File: src/rtl/timestamp_order_sorter_core_defines.svh
// Assertion macros shared by the sorter modules
`ifndef TIMESTAMP_ORDER_SORTER_CORE_DEFINES_SVH
`define TIMESTAMP_ORDER_SORTER_CORE_DEFINES_SVH

// Implication checked on every edge outside reset
`define TOS_ASSERT_IMPL(label, clk, rst_n, ante, cons) \
    label: assert property (@(posedge clk) disable iff (!rst_n) (ante) |-> (cons)) \
        else $error("assertion failed");

// Next-cycle implication checked on every edge outside reset
`define TOS_ASSERT_NEXT(label, clk, rst_n, ante, cons) \
    label: assert property (@(posedge clk) disable iff (!rst_n) (ante) |=> (cons)) \
        else $error("assertion failed");

`endif

File: src/rtl/tos_pkg.sv
`timescale 1ns / 1ps
package tos_pkg;

    localparam int KEY_W = 40;
    localparam int ID_W  = 7;
    localparam int ENT_W = KEY_W + ID_W;

    typedef struct packed {
        logic [13:0] year;
        logic [3:0]  month;
        logic [4:0]  day;
        logic [4:0]  hour;
        logic [5:0]  minute;
        logic [5:0]  second;
        logic        batch_end;
    } tos_in_t;

    typedef struct packed {
        logic [6:0] identifier;
        logic       run_end;
        logic       overflowed;
    } tos_out_t;

    typedef enum logic [1:0] {
        ST_FILL,
        ST_SETTLE,
        ST_DRAIN
    } tos_state_t;

    // controller to datapath
    typedef struct packed {
        logic insert;
        logic pop;
        logic clear;
    } tos_cmd_t;

    // datapath to controller
    typedef struct packed {
        logic full;
        logic empty;
        logic one_left;
    } tos_stat_t;

endpackage

File: src/rtl/tos_ctrl.sv
`timescale 1ns / 1ps
`include "timestamp_order_sorter_core_defines.svh"
module tos_ctrl (
    input  logic               clk,
    input  logic               rst_n,
    input  logic               in_valid,
    output logic               in_ready,
    input  logic               batch_end,
    output logic               out_valid,
    input  logic               out_ready,
    output logic               run_end,
    output logic               overflowed,
    input  tos_pkg::tos_stat_t stat,
    output tos_pkg::tos_cmd_t  cmd
);
    import tos_pkg::*;

    tos_state_t state_reg, state_next;
    logic ovf_reg, ovf_next;
    logic take;

    assign take = out_valid && out_ready;

    always_comb
    begin
        state_next = state_reg;
        ovf_next   = ovf_reg;
        in_ready   = 1'b0;
        out_valid  = 1'b0;
        cmd        = '0;
        case (state_reg)
            ST_FILL:
            begin
                in_ready = 1'b1;
                if (in_valid)
                begin
                    if (stat.full)
                        ovf_next = 1'b1;
                    else
                        cmd.insert = 1'b1;
                    if (batch_end)
                        state_next = ST_SETTLE;
                end
            end
            ST_SETTLE:
            begin
                // store is never empty here: the batch_end item was inserted unless the store was full
                state_next = stat.empty ? ST_FILL : ST_DRAIN;
                if (stat.empty)
                    ovf_next = 1'b0;
            end
            ST_DRAIN:
            begin
                out_valid = 1'b1;
                if (out_ready)
                begin
                    cmd.pop = 1'b1;
                    if (stat.one_left)
                    begin
                        state_next = ST_FILL;
                        ovf_next   = 1'b0;
                    end
                end
            end
            default: state_next = ST_FILL;
        endcase
    end

    assign run_end    = stat.one_left;
    assign overflowed = ovf_reg;

    always_ff @(posedge clk or negedge rst_n)
    begin
        if (!rst_n)
        begin
            state_reg <= ST_FILL;
            ovf_reg   <= 1'b0;
        end
        else
        begin
            state_reg <= state_next;
            ovf_reg   <= ovf_next;
        end
    end

    `TOS_ASSERT_IMPL(a_out_nonempty, clk, rst_n, out_valid, !stat.empty)
    `TOS_ASSERT_IMPL(a_no_overlap, clk, rst_n, in_ready, !out_valid)
    `TOS_ASSERT_NEXT(a_last_returns, clk, rst_n, take && run_end, state_reg == ST_FILL)

endmodule

File: config.mk
export PLATFORM = sky130hd
export DESIGN_NAME = tos_ctrl
export DESIGN_NICKNAME = d
export VERILOG_FILES = /design/src/rtl/tos_pkg.sv /design/src/rtl/tos_ctrl.sv
export VERILOG_INCLUDE_DIRS = /design/src /design/src/rtl
export SDC_FILE = /design/constraint.sdc
export NUM_CORES = 1
export LEC_CHECK = 0
export BUFFER_PORTS_ARGS = -buffer_cell sky130_fd_sc_hd__buf_2
export CAP_MARGIN = 30
export CORE_AREA = 3 3 40 42
export CTS_CLUSTER_DIAMETER = 40
export DETAILED_ROUTE_END_ITERATION = 10
export DIE_AREA = 0 0 43 45
export GPL_TIMING_DRIVEN = 0
export PLACE_DENSITY_LB_ADDON = 0.2
export SYNTH_ARGS = -nofsm -noshare
export SYNTH_HDL_FRONTEND = slang
export SYNTH_SLANG_ARGS = --single-unit
File: constraint.sdc
create_clock -name clk -period 1.7 [get_ports clk]
set_input_delay 0.34 -clock clk [delete_from_list [all_inputs] [get_ports clk]]
set_output_delay 0.34 -clock clk [all_outputs]
set_load 0.05 [all_outputs]
==> results.ini <==
[logic_synthesis]
yosysWarnings = 0
synth.top_cell.area_share = 0.3046
yosysMostFrequentCell = ha_1
synthArstFlopShare = 1.000
synth_xor_area_frac = 0
syn-cell-area_sq_um = 246.5
yosys.area.top_type = dfrtp_1
synth.area.mux_share = 0.08629
synth_area_leaders = dfrtp_1, ha_1, a2111oi_2
yosysSeqAreaShare = 0.3046
synth_seq_cells = 3
synth-compound-area-share = 0.1624
yosys.area_share.simple = 0.1218
netlist_instances = 24
synth_cell_types = 15
synth_top_family_by_area = adder cells
ys_top_cells_by_count = ha_1, dfrtp_1, inv_1
synth-main-ff-cell = dfrtp_1
synth_edf_count = 0
yosys.area_share.adder = 0.2030
syn_nets = 36
syn_area_per_cell_sq_um = 10.27

[worst_setup_path]
timing.critical_path.slowest_cell_delay_ns = 0.40
crit_chain = inv_1, ha_4, and3b_2, buf_4
path_buf_inv = 2
end_kind = primary output
start_kind = flop
r2r_start = state_reg[1]
cp_data_required_time_ns = 1.36
crit_fanout = 5
cp_slowest_cell = dfrtp_1
cp_top_family = flip-flops
crit_type = flop to primary output
critPathArrivalTime_ns = 1.28
startpoint = state_reg[1]

[sta]
fin_crit_sh = 0.9528
tns_ns = 0
fin_crit_ns = 1.620
slew_viol_final = 0
setup_viol = 0
skew_ns = 0.0003016
rsz0062_at_grt = no
hold_viol_final = 0
fmax_ghz = 0.6174

[global_routing]
grt_pass1_vias = 225
grt_max_degree = 6
grt_pass1_wl_um = 786
grt_overflow = 0
antenna_found_initial = 0
groute.usage.overall = 0.05922

[die]
start_util = 0.1918
io-pin-count = 15
fp-row-count = 13
fp.dieH_um = 45
die_area_sq_mm = 0.001935
die_w_um = 43
core_area_sq_mm = 0.001285

[drt]
vias = 209
vias_per_cell = 3.667
drcViolationCount = 0
first_pass_iters = 1
drtIter0Drc = 0
drtAntennaViolNets = 0
routedWlPerCell_um = 8.368
routed_wl_um = 477

[cells_and_area]
diodes = 0
largest_register_ffs = 2
drive_gt1_frac = 0.6190
register_area_sq_um = 75.07
area_growth_pct = 57.36
final_nets = 55
n_fill_cell = 139
multiInputGateArea_sq_um = 161.4

[placed_design]
routabilityCongestion = 0.6178
hpwlAfterDp_um = 414.9
portBuffers = 13

[run]
cap_violations = 0

[clock_network]
cts_sinks = 3
cts.reportedPaths.clkPinSlew_ns = 0.04
tritoncts = yes
cts_root_buf = clkbuf_4
clockBufferDepth = 2
cts_buffers = 3
htreeDepth = 1
post_cts_buffers = 0
clock_latency_ns = 0.23

[outcome]
status = finished clean

[power_and_ir_drop]
powerDensity_mw_per_mm2 = 1938
total_power_uw = 751.6
irDropWorstVdd_mv = 0.6198
leakagePower_uw = 0.0002042

[min_path]
hold_class = input port to async pin

[where the power goes]
group | switching, uW | total, uW | leakage (uW) | internal, uW
combinational | 303 | 489 | 0.000153 | 186
clock | 36.4 | 124 | 0.0000150 | 87.9
sequential | 29.0 | 138 | 0.0000367 | 109
total | 369 | 752 | 0.000204 | 383
[cell families after synthesis]
logic type / after synthesis
AOI/OAI and AO/OA: 4
adders and majority gates: 4
buffers and inverters: 5
DFF: 3
muxes: 2
other: 1
and+or+nand+nor: 5
[per-layer routing]
| layer | vias to the layer above | GRT usage | wire (um) |
|---|---|---|---|
| met5 | - | 0 | 0 |
| met4 | 0 | 0.09036 | 0 |
| met3 | 0 | 0.01195 | 47 |
| met2 | 8 | 0.1048 | 280 |
| met1 | 89 | 0.04358 | 149 |
| li1 | 112 | - | - |
[per-stage QoR]
step,setup WS [ns],area (sq um),utilization,cells,hold WS (ns)
after global placement,0.2080,336.6,0.2619,52,0.1353
after CTS,0.008770,375.4,0.2921,57,0.4151
after detailed placement,0.1941,336.6,0.2619,52,0.1373
after global routing,0.009610,387.9,0.3019,57,0.4436
after floorplan,0.1080,252.7,-,24,0.04441
final,0.08024,387.9,0.3019,57,0.4261
[cell type report]
| type | instances | area share |
|---|---|---|
| clock buffers | 4 | 0.06774 |
| flip-flops and latches | 3 | 0.1935 |
| plain buffers | 2 | 0.03871 |
| well taps | 15 | 0.04839 |
| repair buffers | 14 | 0.2065 |
| multi-input cells | 16 | 0.4161 |
| inverters | 3 | 0.02903 |
[path summary, 6_finish.rpt]
check                                     to  slack [ns]  cells past startpoint
worst min-delay path            state_reg[1]        0.43                      2
min in group clk                  overflowed        0.51                      4
worst min register to register    overflowed        0.52                      2
worst max register to register    overflowed        0.21                      5
worst max-delay path                  cmd[2]        0.08                      4
max in group asynchronous       state_reg[0]        1.17                      2
[placed cells by master (no fill, tap or decap), types with 2 or more instances in the layout]
cell / synthesis / layout
ha_1: 4 / 2
dfrtp_1: 3 / 3
buf_4: 2 / 3
inv_1: 3 / 2
nand2_1: 2 / 2
clkbuf_4: 0 / 4
buf_2: 0 / 11
[what timing repair did]
action / in CTS / in global routing
endpoints found under the setup margin: 1 / 2
resized for setup: 1 / 3
pin swaps: 0 / 0
endpoints found under the hold margin: 3 / 0
hold buffers: 1 / 0
No activity file was read; power rests on OpenSTA's default activity.
